[config.mk]
export PLATFORM = sky130hd
export DESIGN_NAME = ultrasonic_trigger_and_echo_ranger_top
export DESIGN_NICKNAME = d
export VERILOG_FILES = /design/src/rtl/urng_pkg.sv /design/src/rtl/urng_regs.sv /design/src/rtl/urng_core.sv /design/src/rtl/urng_dist.sv /design/src/rtl/ultrasonic_trigger_and_echo_ranger_top.sv
export SDC_FILE = /design/constraint.sdc
export NUM_CORES = 1
export LEC_CHECK = 0
export BUFFER_PORTS_ARGS = -buffer_cell sky130_fd_sc_hd__buf_2
export CAP_MARGIN = 20
export CORE_UTILIZATION = 40
export DETAILED_ROUTE_END_ITERATION = 8
export HOLD_SLACK_MARGIN = 0.15
export PLACE_DENSITY = 0.56
export SYNTH_ARGS = -nofsm -noshare
export SYNTH_HDL_FRONTEND = slang
export SYNTH_SLANG_ARGS = --single-unit
[constraint.sdc]
create_clock -name clk_i -period 7.1 [get_ports clk_i]
set_input_delay 1.065 -clock clk_i [delete_from_list [all_inputs] [get_ports clk_i]]
set_output_delay 1.065 -clock clk_i [all_outputs]
set_load 0.02 [all_outputs]
[src/rtl/urng_pkg.sv]
// ----------------------------------------------------------------------------
// urng_pkg
// Shared types and constants for the ultrasonic trigger and echo ranger.
// ----------------------------------------------------------------------------
package urng_pkg;

  // Event codes carried by the opcode field
  typedef enum logic [1:0] {
    OP_SLOW = 2'd0,
    OP_FAST = 2'd1,
    OP_ECHO = 2'd2
  } urng_op_e;

  // Register indexes on the configuration port
  localparam logic REG_PERIOD  = 1'b0;
  localparam logic REG_TRIGLEN = 1'b1;

  localparam int ADDR_W = 3;
  localparam int DATA_W = 32;

  localparam int ECHO_TIMER_BITS_DEF = 16;
  localparam int PERIOD_W            = 16;
  localparam int TRIGLEN_W           = 8;
  localparam int TRIG_CNT_W          = TRIGLEN_W + 1;
  localparam int DIST_W              = 14;

  localparam logic [PERIOD_W-1:0]  PERIOD_RESET  = 16'd600;
  localparam logic [TRIGLEN_W-1:0] TRIGLEN_RESET = 8'd5;

  // distance = floor(width*10/58) = floor(width*5/29).
  // Widths at or above SatWidth give a distance above the 14-bit range,
  // so only 17 width bits ever reach the multiplier.
  localparam int WIDTH_W   = 17;
  localparam int SatWidth  = 95028;
  localparam int RECIP_K   = 24;
  localparam int RECIP_W   = 22;
  // 5 * ceil(2^24 / 29); exact for every 5*width below 2^24 / 9
  localparam logic [RECIP_W-1:0] RECIP_MUL = 22'd2892625;
  localparam logic [DIST_W-1:0]  DIST_MAX  = '1;

  // Result of the state update stage, handed to the distance stage
  typedef struct packed {
    logic               trig;
    logic               done;
    logic               sat;
    logic [WIDTH_W-1:0] width;
  } urng_meas_t;

endpackage

[src/rtl/urng_regs.sv]
// ----------------------------------------------------------------------------
// urng_regs
// Configuration registers behind an APB-style port.
// ----------------------------------------------------------------------------
module urng_regs (
  input  logic                          clk_i,
  input  logic                          rst_ni,
  input  logic                          psel,
  input  logic                          penable,
  input  logic                          pwrite,
  input  logic [urng_pkg::ADDR_W-1:0]    paddr,
  input  logic [urng_pkg::DATA_W-1:0]    pwdata,
  output logic [urng_pkg::DATA_W-1:0]    prdata,
  output logic                          pready,
  output logic [urng_pkg::PERIOD_W-1:0]  period_ticks_o,
  output logic [urng_pkg::TRIGLEN_W-1:0] trigger_len_o
);
  import urng_pkg::*;

  logic                 wr_en;
  logic [PERIOD_W-1:0]  period_q;
  logic [TRIGLEN_W-1:0] trig_len_q;

  assign pready = 1'b1;
  assign wr_en  = psel & penable & pwrite;

  // Register write, decoded on the word index only
  always_ff @(posedge clk_i or negedge rst_ni) begin
    if (!rst_ni) begin
      period_q   <= PERIOD_RESET;
      trig_len_q <= TRIGLEN_RESET;
    end else if (wr_en) begin
      case (paddr[2])
        REG_PERIOD:  period_q   <= pwdata[PERIOD_W-1:0];
        REG_TRIGLEN: trig_len_q <= pwdata[TRIGLEN_W-1:0];
        default: ;
      endcase
    end
  end

  // Read mux
  always_comb begin
    case (paddr[2])
      REG_PERIOD:  prdata = DATA_W'(period_q);
      REG_TRIGLEN: prdata = DATA_W'(trig_len_q);
      default:     prdata = '0;
    endcase
  end

  assign period_ticks_o = period_q;
  assign trigger_len_o  = trig_len_q;

endmodule

[src/rtl/urng_core.sv]
// ----------------------------------------------------------------------------
// urng_core
// Period, trigger and echo timing state, updated once per event transfer.
// ----------------------------------------------------------------------------
module urng_core #(
  parameter int ECHO_TIMER_BITS = urng_pkg::ECHO_TIMER_BITS_DEF
) (
  input  logic                          clk_i,
  input  logic                          rst_ni,
  input  logic                          load_i,
  input  logic [1:0]                    opcode_i,
  input  logic                          echo_level_i,
  input  logic [urng_pkg::PERIOD_W-1:0]  period_ticks_i,
  input  logic [urng_pkg::TRIGLEN_W-1:0] trigger_len_i,
  output urng_pkg::urng_meas_t           meas_o
);
  import urng_pkg::*;

  localparam int TW    = ECHO_TIMER_BITS;
  localparam int WideW = (TW > WIDTH_W) ? TW : WIDTH_W;

  logic [PERIOD_W-1:0]   period_cnt_q, period_cnt_d, period_dec;
  logic [TRIG_CNT_W-1:0] trig_cnt_q, trig_cnt_d, trig_dec;
  logic                  trig_lvl_q, trig_lvl_d;
  logic [TW-1:0]         timer_q, timer_d;
  logic [TW-1:0]         stamp_q, stamp_d;
  logic                  phase_q, phase_d;
  logic                  done;
  logic [TW-1:0]         width;
  logic [WideW-1:0]      width_ext;
  urng_meas_t            meas_q;

  assign period_dec = (period_cnt_q != '0) ? period_cnt_q - 1'b1 : period_cnt_q;
  assign trig_dec   = trig_cnt_q - 1'b1;
  assign width      = timer_q - stamp_q;

  // Next state for one event
  always_comb begin
    period_cnt_d = period_cnt_q;
    trig_cnt_d   = trig_cnt_q;
    trig_lvl_d   = trig_lvl_q;
    timer_d      = timer_q;
    stamp_d      = stamp_q;
    phase_d      = phase_q;
    done         = 1'b0;
    case (urng_op_e'(opcode_i))
      OP_SLOW: begin
        period_cnt_d = period_dec;
        if (period_dec == '0) begin
          period_cnt_d = period_ticks_i;
          trig_cnt_d   = TRIG_CNT_W'(trigger_len_i) + 1'b1;
        end
      end
      OP_FAST: begin
        // counter stops at zero
        if (trig_cnt_q != '0) begin
          trig_cnt_d = trig_dec;
          if (trig_dec == TRIG_CNT_W'(trigger_len_i)) trig_lvl_d = 1'b1;
          if (trig_dec == '0) trig_lvl_d = 1'b0;
        end
        timer_d = timer_q + 1'b1;
      end
      OP_ECHO: begin
        if (echo_level_i && !phase_q) begin
          stamp_d = timer_q;
          phase_d = 1'b1;
        end else if (!echo_level_i && phase_q) begin
          phase_d = 1'b0;
          timer_d = '0;
          done    = 1'b1;
        end
      end
      default: ;
    endcase
  end

  always_ff @(posedge clk_i or negedge rst_ni) begin
    if (!rst_ni) begin
      period_cnt_q <= PERIOD_RESET;
      trig_cnt_q   <= '0;
      trig_lvl_q   <= 1'b0;
      timer_q      <= '0;
      stamp_q      <= '0;
      phase_q      <= 1'b0;
    end else if (load_i) begin
      period_cnt_q <= period_cnt_d;
      trig_cnt_q   <= trig_cnt_d;
      trig_lvl_q   <= trig_lvl_d;
      timer_q      <= timer_d;
      stamp_q      <= stamp_d;
      phase_q      <= phase_d;
    end
  end

  // Pulse width, clipped to what the distance stage needs
  assign width_ext = WideW'(width);

  always_ff @(posedge clk_i) begin
    if (load_i) begin
      meas_q.trig  <= trig_lvl_d;
      meas_q.done  <= done;
      meas_q.sat   <= (width_ext >= WideW'(SatWidth));
      meas_q.width <= width_ext[WIDTH_W-1:0];
    end
  end

  assign meas_o = meas_q;

endmodule

[src/rtl/urng_dist.sv]
// ----------------------------------------------------------------------------
// urng_dist
// Width to centimetre conversion and the result register.
// ----------------------------------------------------------------------------
module urng_dist (
  input  logic                       clk_i,
  input  logic                       rst_ni,
  input  logic                       load_i,
  input  urng_pkg::urng_meas_t        meas_i,
  output logic                       trigger_out_o,
  output logic [urng_pkg::DIST_W-1:0] distance_cm_o,
  output logic                       distance_valid_o
);
  import urng_pkg::*;

  logic [WIDTH_W+RECIP_W-1:0] prod;
  logic [DIST_W-1:0]          dist_new;
  logic [DIST_W-1:0]          dist_last_q;
  logic [DIST_W-1:0]          dist_sel;
  logic                       trig_q;
  logic [DIST_W-1:0]          dist_q;
  logic                       done_q;

  // floor(width*5/29) by reciprocal multiply
  assign prod     = meas_i.width * RECIP_MUL;
  assign dist_new = meas_i.sat ? DIST_MAX : prod[RECIP_K +: DIST_W];
  assign dist_sel = meas_i.done ? dist_new : dist_last_q;

  // Last completed distance
  always_ff @(posedge clk_i or negedge rst_ni) begin
    if (!rst_ni) begin
      dist_last_q <= '0;
    end else if (load_i && meas_i.done) begin
      dist_last_q <= dist_new;
    end
  end

  // Result register
  always_ff @(posedge clk_i) begin
    if (load_i) begin
      trig_q <= meas_i.trig;
      dist_q <= dist_sel;
      done_q <= meas_i.done;
    end
  end

  assign trigger_out_o    = trig_q;
  assign distance_cm_o    = dist_q;
  assign distance_valid_o = done_q;

endmodule

[src/rtl/ultrasonic_trigger_and_echo_ranger_top.sv]
// ----------------------------------------------------------------------------
// ultrasonic_trigger_and_echo_ranger_top
// Event-driven ultrasonic ranging controller with APB configuration.
// ----------------------------------------------------------------------------
// Usage:
//   Input channel (in_valid_i / in_ready_o) carries one event per transfer:
//   a slow tick, a fast tick or an echo edge with its pin level.
//   Output channel (out_valid_o / out_ready_i) returns one result per event:
//   trigger line level, last distance and a flag for a fresh distance.
//   Three register stages: input register, state update, distance convert
//   (the reciprocal multiply). Throughput is one event per cycle while
//   out_ready_i stays high.
//   Each stage holds its item until the next stage frees up, so the block
//   keeps taking events while results wait; once all three stages are full
//   and out_ready_i stays low, in_ready_o drops.
//   Reset clears the trigger counter, echo timer, last distance, pipeline;
//   period counter and register go to 600, trigger length to 5. The user
//   must write registers only while the block holds no events (unchecked).
// ----------------------------------------------------------------------------
module ultrasonic_trigger_and_echo_ranger_top #(
  parameter int ECHO_TIMER_BITS = urng_pkg::ECHO_TIMER_BITS_DEF
) (
  input  logic                       clk_i,
  input  logic                       rst_ni,
  // configuration port
  input  logic                       psel,
  input  logic                       penable,
  input  logic                       pwrite,
  input  logic [urng_pkg::ADDR_W-1:0] paddr,
  input  logic [urng_pkg::DATA_W-1:0] pwdata,
  output logic [urng_pkg::DATA_W-1:0] prdata,
  output logic                       pready,
  // event channel
  input  logic                       in_valid_i,
  output logic                       in_ready_o,
  input  logic [1:0]                 opcode_i,
  input  logic                       echo_level_i,
  // result channel
  output logic                       out_valid_o,
  input  logic                       out_ready_i,
  output logic                       trigger_out_o,
  output logic [urng_pkg::DIST_W-1:0] distance_cm_o,
  output logic                       distance_valid_o
);
  import urng_pkg::*;

  logic [PERIOD_W-1:0]  period_ticks;
  logic [TRIGLEN_W-1:0] trigger_len;
  logic                 a_valid_q, b_valid_q, c_valid_q;
  logic                 a_ready, b_ready, c_ready;
  logic [1:0]           a_opcode_q;
  logic                 a_level_q;
  urng_meas_t           meas;

  urng_regs u_regs (
    .clk_i          (clk_i),
    .rst_ni         (rst_ni),
    .psel           (psel),
    .penable        (penable),
    .pwrite         (pwrite),
    .paddr          (paddr),
    .pwdata         (pwdata),
    .prdata         (prdata),
    .pready         (pready),
    .period_ticks_o (period_ticks),
    .trigger_len_o  (trigger_len)
  );

  // Stage ready chain: a stage moves when it is empty or its item moves on
  assign c_ready    = !c_valid_q || out_ready_i;
  assign b_ready    = !b_valid_q || c_ready;
  assign a_ready    = !a_valid_q || b_ready;
  assign in_ready_o = a_ready;

  always_ff @(posedge clk_i or negedge rst_ni) begin
    if (!rst_ni) begin
      a_valid_q <= 1'b0;
      b_valid_q <= 1'b0;
      c_valid_q <= 1'b0;
    end else begin
      if (a_ready) a_valid_q <= in_valid_i;
      if (b_ready) b_valid_q <= a_valid_q;
      if (c_ready) c_valid_q <= b_valid_q;
    end
  end

  // Input register
  always_ff @(posedge clk_i) begin
    if (in_valid_i && a_ready) begin
      a_opcode_q <= opcode_i;
      a_level_q  <= echo_level_i;
    end
  end

  urng_core #(
    .ECHO_TIMER_BITS (ECHO_TIMER_BITS)
  ) u_core (
    .clk_i          (clk_i),
    .rst_ni         (rst_ni),
    .load_i         (a_valid_q && b_ready),
    .opcode_i       (a_opcode_q),
    .echo_level_i   (a_level_q),
    .period_ticks_i (period_ticks),
    .trigger_len_i  (trigger_len),
    .meas_o         (meas)
  );

  urng_dist u_dist (
    .clk_i            (clk_i),
    .rst_ni           (rst_ni),
    .load_i           (b_valid_q && c_ready),
    .meas_i           (meas),
    .trigger_out_o    (trigger_out_o),
    .distance_cm_o    (distance_cm_o),
    .distance_valid_o (distance_valid_o)
  );

  assign out_valid_o = c_valid_q;

  // Back-pressure only ever comes from a held input item
  a_stall_held: assert property (@(posedge clk_i) disable iff (!rst_ni)
    !in_ready_o |-> a_valid_q)
    else $error("input stalled with empty input register");

  // An input transfer always lands in the input register
  a_in_lands: assert property (@(posedge clk_i) disable iff (!rst_ni)
    (in_valid_i && in_ready_o) |=> a_valid_q)
    else $error("input transfer lost");

  // A blocked item in the input register is kept
  a_in_kept: assert property (@(posedge clk_i) disable iff (!rst_ni)
    (a_valid_q && !b_ready) |=> a_valid_q)
    else $error("stalled item dropped");

endmodule

==> results of run 1 <==
flip-flops by register name, summed over array words and instances, names as in the netlist:
name,count
u_core.meas_o,18
u_core.period_cnt_q,16
u_core.stamp_q,16
u_core.timer_q,16
u_regs.period_ticks_o,16
u_dist.dist_last_q,14
u_dist.distance_cm_o,14
u_core.trig_cnt_q,9
u_regs.trigger_len_o,8
a_opcode_q,2
a_level_q,1
a_valid_q,1
b_valid_q,1
out_valid_o,1
u_core.phase_q,1
u_core.trig_lvl_q,1
u_dist.distance_valid_o,1
u_dist.trigger_out_o,1
logic make-up (layout without fill, tap and decap cells):
kind of cell    after synthesis  in the layout  synth area share, %
compound gates              168            168                 8.20
xor+xnor                     58             58                 4.17
fa+ha+maj                   266            266                 32.0
buf+inv                     235            291                 7.93
flops                       137            137                 29.8
mux                          72             72                 6.63
other cells                   2             17               0.0617
simple gates                263            263                 11.2
metal layers:
layer / up-vias / track usage (%)
met2: 119 / 28.9
met3: 17 / 2.73
li1: 4166 / -
met5: - / 0
met4: 0 / 3.27
met1: 4031 / 22.5
stage by stage:
stage / instance area [um^2] / hold WS [ns]
final: 13400 / 0.436
after global routing: 13400 / 0.438
after detailed placement: 12800 / 0.410
after floorplan: 12200 / 0.400
after global placement: 12800 / 0.405
after CTS: 13400 / 0.434
worst register-to-register path, stage by stage (launching register included):
cell                       delay (ns)
sky130_fd_sc_hd__edfxtp_1        0.56
sky130_fd_sc_hd__ha_1            0.41
sky130_fd_sc_hd__fa_1            0.48
sky130_fd_sc_hd__fa_1            0.56
sky130_fd_sc_hd__inv_1           0.06
sky130_fd_sc_hd__fa_1            0.53
sky130_fd_sc_hd__inv_1           0.05
sky130_fd_sc_hd__fa_1            0.53
sky130_fd_sc_hd__inv_1           0.05
sky130_fd_sc_hd__fa_1            0.53
sky130_fd_sc_hd__inv_1           0.04
sky130_fd_sc_hd__ha_1            0.18
sky130_fd_sc_hd__a21oi_1         0.14
sky130_fd_sc_hd__nor2b_1         0.06
sky130_fd_sc_hd__o21ai_0         0.30
sky130_fd_sc_hd__a211oi_1        0.13
sky130_fd_sc_hd__a211oi_1        0.50
sky130_fd_sc_hd__a21boi_0        0.30
sky130_fd_sc_hd__o21ai_0         0.38
sky130_fd_sc_hd__nand4b_1        0.14
sky130_fd_sc_hd__o311ai_0        0.15
worst min path at each step:
stage                                      from                        endpoint  slack [ns]
floorplan           u_core.meas_o[19]$_DFFE_PP_  u_dist.trigger_out_o$_DFFE_PP_        0.40
global placement    u_core.meas_o[19]$_DFFE_PP_  u_dist.trigger_out_o$_DFFE_PP_        0.41
detailed placement  u_core.meas_o[19]$_DFFE_PP_  u_dist.trigger_out_o$_DFFE_PP_        0.41
CTS                 u_core.meas_o[19]$_DFFE_PP_  u_dist.trigger_out_o$_DFFE_PP_        0.43
global route        u_core.meas_o[19]$_DFFE_PP_  u_dist.trigger_out_o$_DFFE_PP_        0.44
finish              u_core.meas_o[19]$_DFFE_PP_  u_dist.trigger_out_o$_DFFE_PP_        0.44
final cells by class:
cell class / count / area [um^2]
clock buffer: 19 / 454
clock inverter: 13 / 150
fill: 2884 / 16400
inverter: 194 / 728
multi-input combinational: 844 / 7640
sequential: 137 / 3630
tap: 390 / 488
timing repair buffer: 65 / 340
Yosys cell counts, types with 3 or more instances:
cell type	number	area, um^2
sky130_fd_sc_hd__a211oi_1	6	45.0
sky130_fd_sc_hd__and3_1	10	62.6
sky130_fd_sc_hd__o31ai_1	3	22.5
sky130_fd_sc_hd__dfrtp_1	90	2250
sky130_fd_sc_hd__clkbuf_1	18	67.6
sky130_fd_sc_hd__nand4_1	8	50.1
sky130_fd_sc_hd__mux2i_1	6	60.1
sky130_fd_sc_hd__or3_1	8	50.1
sky130_fd_sc_hd__and4_1	4	35.0
sky130_fd_sc_hd__nand2_1	68	255
sky130_fd_sc_hd__nor2b_1	16	100
sky130_fd_sc_hd__xnor2_1	32	280
sky130_fd_sc_hd__o21ai_0	54	270
sky130_fd_sc_hd__buf_4	18	135
sky130_fd_sc_hd__xor2_1	26	228
sky130_fd_sc_hd__mux2_2	65	732
sky130_fd_sc_hd__o311ai_0	3	26.3
sky130_fd_sc_hd__o21a_1	3	22.5
sky130_fd_sc_hd__ha_1	190	2380
sky130_fd_sc_hd__nor2_1	57	214
sky130_fd_sc_hd__a31oi_1	8	50.1
sky130_fd_sc_hd__nand4b_1	6	52.6
sky130_fd_sc_hd__nor3_1	20	100
sky130_fd_sc_hd__a21oi_1	58	290
sky130_fd_sc_hd__nor4_1	5	31.3
sky130_fd_sc_hd__edfxtp_1	37	1110
sky130_fd_sc_hd__fa_1	76	1520
sky130_fd_sc_hd__inv_1	194	728
sky130_fd_sc_hd__and2_1	3	18.8
sky130_fd_sc_hd__or2_2	3	18.8
sky130_fd_sc_hd__nand3_1	30	150
sky130_fd_sc_hd__o211ai_1	4	30.0
sky130_fd_sc_hd__nand2b_1	7	43.8
sky130_fd_sc_hd__dfstp_2	10	263
sky130_fd_sc_hd__a21o_1	9	67.6
==> flow_summary.ini, run 1 <==
[status]
run_status = complete, no violations

[floorplanning]
chipWidth_um = 176
height_of_the_die_um = 176
core-area_um2 = 29800
floorplan.initialDensity_pct = 40.9
design.die.area_um2 = 31100
std_cell_rows = 63
floorplan.io_pins = 96

[worst_setup_path]
r2r_setup_slack_ns = 0.79
timing.critical_path.from_type = register
cp.required_ns = 7.28
cp_slowest_stage_delay_ns = 0.56
cp.arrival_ns = 6.48
critPathTopFamily = adder cells
worst-path-max-fanout = 7
timing.critical_path.mode_cell = sky130_fd_sc_hd__fa_1
timing.critical_path.depth = 20
timing.critical_path.slowest_stage_cell = sky130_fd_sc_hd__edfxtp_1
timing.critical_path.buf_inv = 4
setup.worst_path.start = u_core.meas_o[11]$_DFFE_PP_
crit_path_cell_trace = ha_1, fa_1, fa_1, inv_1, fa_1, inv_1, fa_1, inv_1, fa_1, inv_1, ha_1, a21oi_1, nor2b_1, o21ai_0, a211oi_1, a211oi_1, a21boi_0, o21ai_0, nand4b_1, o311ai_0
critPathKind = register to register
r2r-end = u_dist.distance_cm_o[7]$_DFFE_PP_
worstRegToRegCells = 20
cp-end-kind = register
worst_setup_path_endpoint = u_dist.distance_cm_o[7]$_DFFE_PP_
r2r_start = u_core.meas_o[11]$_DFFE_PP_

[cells_and_area]
final_cell_mix = 194 x sky130_fd_sc_hd__inv_1, 190 x sky130_fd_sc_hd__ha_1, 90 x sky130_fd_sc_hd__dfrtp_1
fin_nets = 1570
areaGrowthSynthToFinish_pct = 10.3
fraction_of_final_layout_cells_sized_beyond_drive_strength_1_pct = 14.8
insertedDiodeCount = 0
final_core_util_pct = 45.1
final_cell_count_no_fill = 1662
layout_commonest_cell = sky130_fd_sc_hd__inv_1

[min_path]
min_path_type = register to register
whs_path_depth = 0

[sta]
fin_crit_sh_pct = 88.8
setup_tns_ns = 0
clock-skew-final_ns = 0.0118
fmax_mhz = 159
final_ws_setup_ns = 0.795
finalCriticalPeriod_ns = 6.31
tightestPinTransition_ns = 0.925
max-slew-margin-rel_pct = 38.0
finalHoldViolCount = 0
setup_violations = 0
maxSlewViolCount = 0
grt_setup_unrepaired = false

[clock_tree]
post-cts-setup-buffer-count = 0
cts.htree.levels = 4
clkLatencyLatePin_ns = 0.42
holdBufCountCts = 0
clk_transition_reported_paths_ns = 0.07
cts_tree = done
cts-buffers-inserted = 17
cts.sink_count = 137
clock-root-buffer = sky130_fd_sc_hd__clkbuf_16
postCtsResizedCells = 0
clock_path_buffers = 2

[routing]
dr_wl_met3_um = 712
totalWireLength_um = 24300
avgViaCountPerCell = 5.01
drt-wirelength-per-cell_um = 14.6
post-route-drc-count = 0
met1_length_um = 11700
ant_nets = 0
top_layer = met4
initial_drc_count = 464
detailedRoute.firstPassIterationCount = 5
met2_length_um = 11700
via_count = 8333

[synth]
syn-instance-count = 1201
prevailing_post_synth_register_cell = sky130_fd_sc_hd__dfrtp_1
synth.distinct_cells = 71
async_reset_ff_share_pct = 73.0
synthesis.yosys.warnings = 0
synth-seq-cells = 137
summed_instance_area_of_the_synthesized_netlist_um2 = 12200
yosysSeqAreaShare_pct = 29.8
synth-edff-count = 37
syn-mean-instance-area_um2 = 10.1

[placement]
placement.io_buffers = 60
placed_cells_incl_taps = 1630
detailedPlace.worstSlack_ns = 0.713
place.gp.congestion = 0.880
post_detail_place_hpwl_um = 19300

[grt]
first_global_vias = 8534
grt_first_pass_wirelength_um = 41900
grt_overflow_total = 0
groute.usage.overall_pct = 16.9
initial_antenna_violation_count = 0
grt_max_degree = 56

[job]
max-cap-violations = 0
Power of run 1 is not shown: default switching activity piles up to over one toggle a cycle in this logic, so the estimate is an artifact.
==> run 2: changes to the inputs <==
BUFFER_PORTS_ARGS = -buffer_cell sky130_fd_sc_hd__buf_4   (was -buffer_cell sky130_fd_sc_hd__buf_2)
==> flow_summary.ini, run 2 (same netlist as run 1, synthesis figures left out) <==
[clock_tree]
cts.htree.levels = 4
postCtsResizedCells = 0
post-cts-setup-buffer-count = 0
clock_path_buffers = 2
holdBufCountCts = 0
cts.sink_count = 137
clkLatencyLatePin_ns = 0.42
clk_transition_reported_paths_ns = 0.07
cts-buffers-inserted = 17
cts_tree = done
clock-root-buffer = sky130_fd_sc_hd__clkbuf_16

[floorplanning]
floorplan.io_pins = 96
design.die.area_um2 = 31100
core-area_um2 = 29800
floorplan.initialDensity_pct = 40.9
std_cell_rows = 63
chipWidth_um = 176
height_of_the_die_um = 176

[cells_and_area]
final_cell_count_no_fill = 1663
fraction_of_final_layout_cells_sized_beyond_drive_strength_1_pct = 14.8
seq_area_um2 = 3630
layout_commonest_cell = sky130_fd_sc_hd__inv_1
areaGrowthSynthToFinish_pct = 11.5
final_cell_mix = 194 x sky130_fd_sc_hd__inv_1, 190 x sky130_fd_sc_hd__ha_1, 90 x sky130_fd_sc_hd__dfrtp_1
insertedDiodeCount = 0
multi_input_logic_area_um2 = 7640
num-fill-cells = 2874
fin_nets = 1571
final_core_util_pct = 45.6
largest_register_ffs = 18

[sta]
maxSlewViolCount = 0
grt_setup_unrepaired = false
tightestPinTransition_ns = 0.931
max-slew-margin-rel_pct = 37.6
setup_tns_ns = 0
fin_crit_sh_pct = 87.7
fmax_mhz = 161
finalHoldViolCount = 0
setup_violations = 0
finalCriticalPeriod_ns = 6.23
clock-skew-final_ns = 0.0146
finalHoldWorstSlack_ns = 0.442

[routing]
drt-wirelength-per-cell_um = 14.6
totalWireLength_um = 24200
initial_drc_count = 416
ant_nets = 0
via_count = 8328
post-route-drc-count = 0
avgViaCountPerCell = 5.01
detailedRoute.firstPassIterationCount = 4

[status]
run_status = complete, no violations

[worst_setup_path]
timing.critical_path.from_type = register
timing.critical_path.buf_inv = 4
crit_path_cell_trace = ha_1, fa_1, fa_1, inv_1, fa_1, inv_1, fa_1, inv_1, fa_1, inv_1, ha_1, a21oi_1, nor2b_1, o21ai_0, a211oi_1, a211oi_1, a21boi_0, o31a_1, mux2i_1, o311ai_0
cp-end-kind = register
critPathTopFamily = adder cells
timing.critical_path.mode_cell = sky130_fd_sc_hd__fa_1
critPathKind = register to register
cp.arrival_ns = 6.38
cp.required_ns = 7.25
timing.critical_path.slowest_stage_cell = sky130_fd_sc_hd__fa_1
worst-path-max-fanout = 6
cp_slowest_stage_delay_ns = 0.58

[grt]
groute.usage.overall_pct = 16.5
grt_max_degree = 55
first_global_vias = 8313
initial_antenna_violation_count = 0
grt_first_pass_wirelength_um = 40900
grt_overflow_total = 0

[placement]
post_detail_place_hpwl_um = 19200
place.gp.congestion = 0.858
placement.io_buffers = 60
placed_cells_incl_taps = 1631

[min_path]
min_path_type = register to register

[job]
max-cap-violations = 0
-- run 2: final timing paths --
check	cells after the start	end	slack, ns	from
worst max-delay path	20	u_dist.distance_cm_o[10]$_DFFE_PP_	0.87	u_core.meas_o[13]$_DFFE_PP_
worst min-delay path	0	u_dist.trigger_out_o$_DFFE_PP_	0.44	u_core.meas_o[19]$_DFFE_PP_
worst max register to register	20	u_dist.distance_cm_o[10]$_DFFE_PP_	0.87	u_core.meas_o[13]$_DFFE_PP_
worst min register to register	0	u_dist.trigger_out_o$_DFFE_PP_	0.44	u_core.meas_o[19]$_DFFE_PP_
max in group asynchronous	2	u_core.timer_q[1]$_DFFE_PN0P_	5.28	rst_ni
min in group asynchronous	1	u_dist.dist_last_q[2]$_DFFE_PN0P_	0.69	rst_ni
-- run 2: through the flow --
step | setup slack, ns | area, um^2
final | 0.873 | 13600
after global routing | 0.339 | 13600
after CTS | 0.813 | 13600
after detailed placement | 0.819 | 13000
after global placement | 0.847 | 13000
after floorplan | 1.54 | 12200
-- run 2: area by class of cell --
class                   count  share of cell area (%)
multi-input cells         844                    56.3
flip-flops and latches    137                    26.7
inverters                 194                    5.36
repair buffers             66                    3.65
well taps                 390                    3.59
clock buffers              20                    3.53
clock inverters            12                   0.885
-- run 2: routing by layer --
metal / up-vias / GRT usage [%] / routed length [um]
met5: - / 0 / 0
met3: 16 / 2.37 / 540
met2: 97 / 27.8 / 11600
met4: 0 / 3.74 / 290
met1: 4048 / 22.3 / 11800
li1: 4167 / - / -
-- run 2: worst register-to-register path, delay by kind of cell, from the launching register on --
kind	cells	cell delay [ns]
AO/OA/AOI/OAI	7	1.84
adder cells (fa/ha/maj)	7	3.16
buffers and inverters	4	0.21
flip-flops	1	0.53
multiplexers	1	0.15
AND/OR/NAND/NOR	1	0.06
Power of run 2 is left out for the same reason.
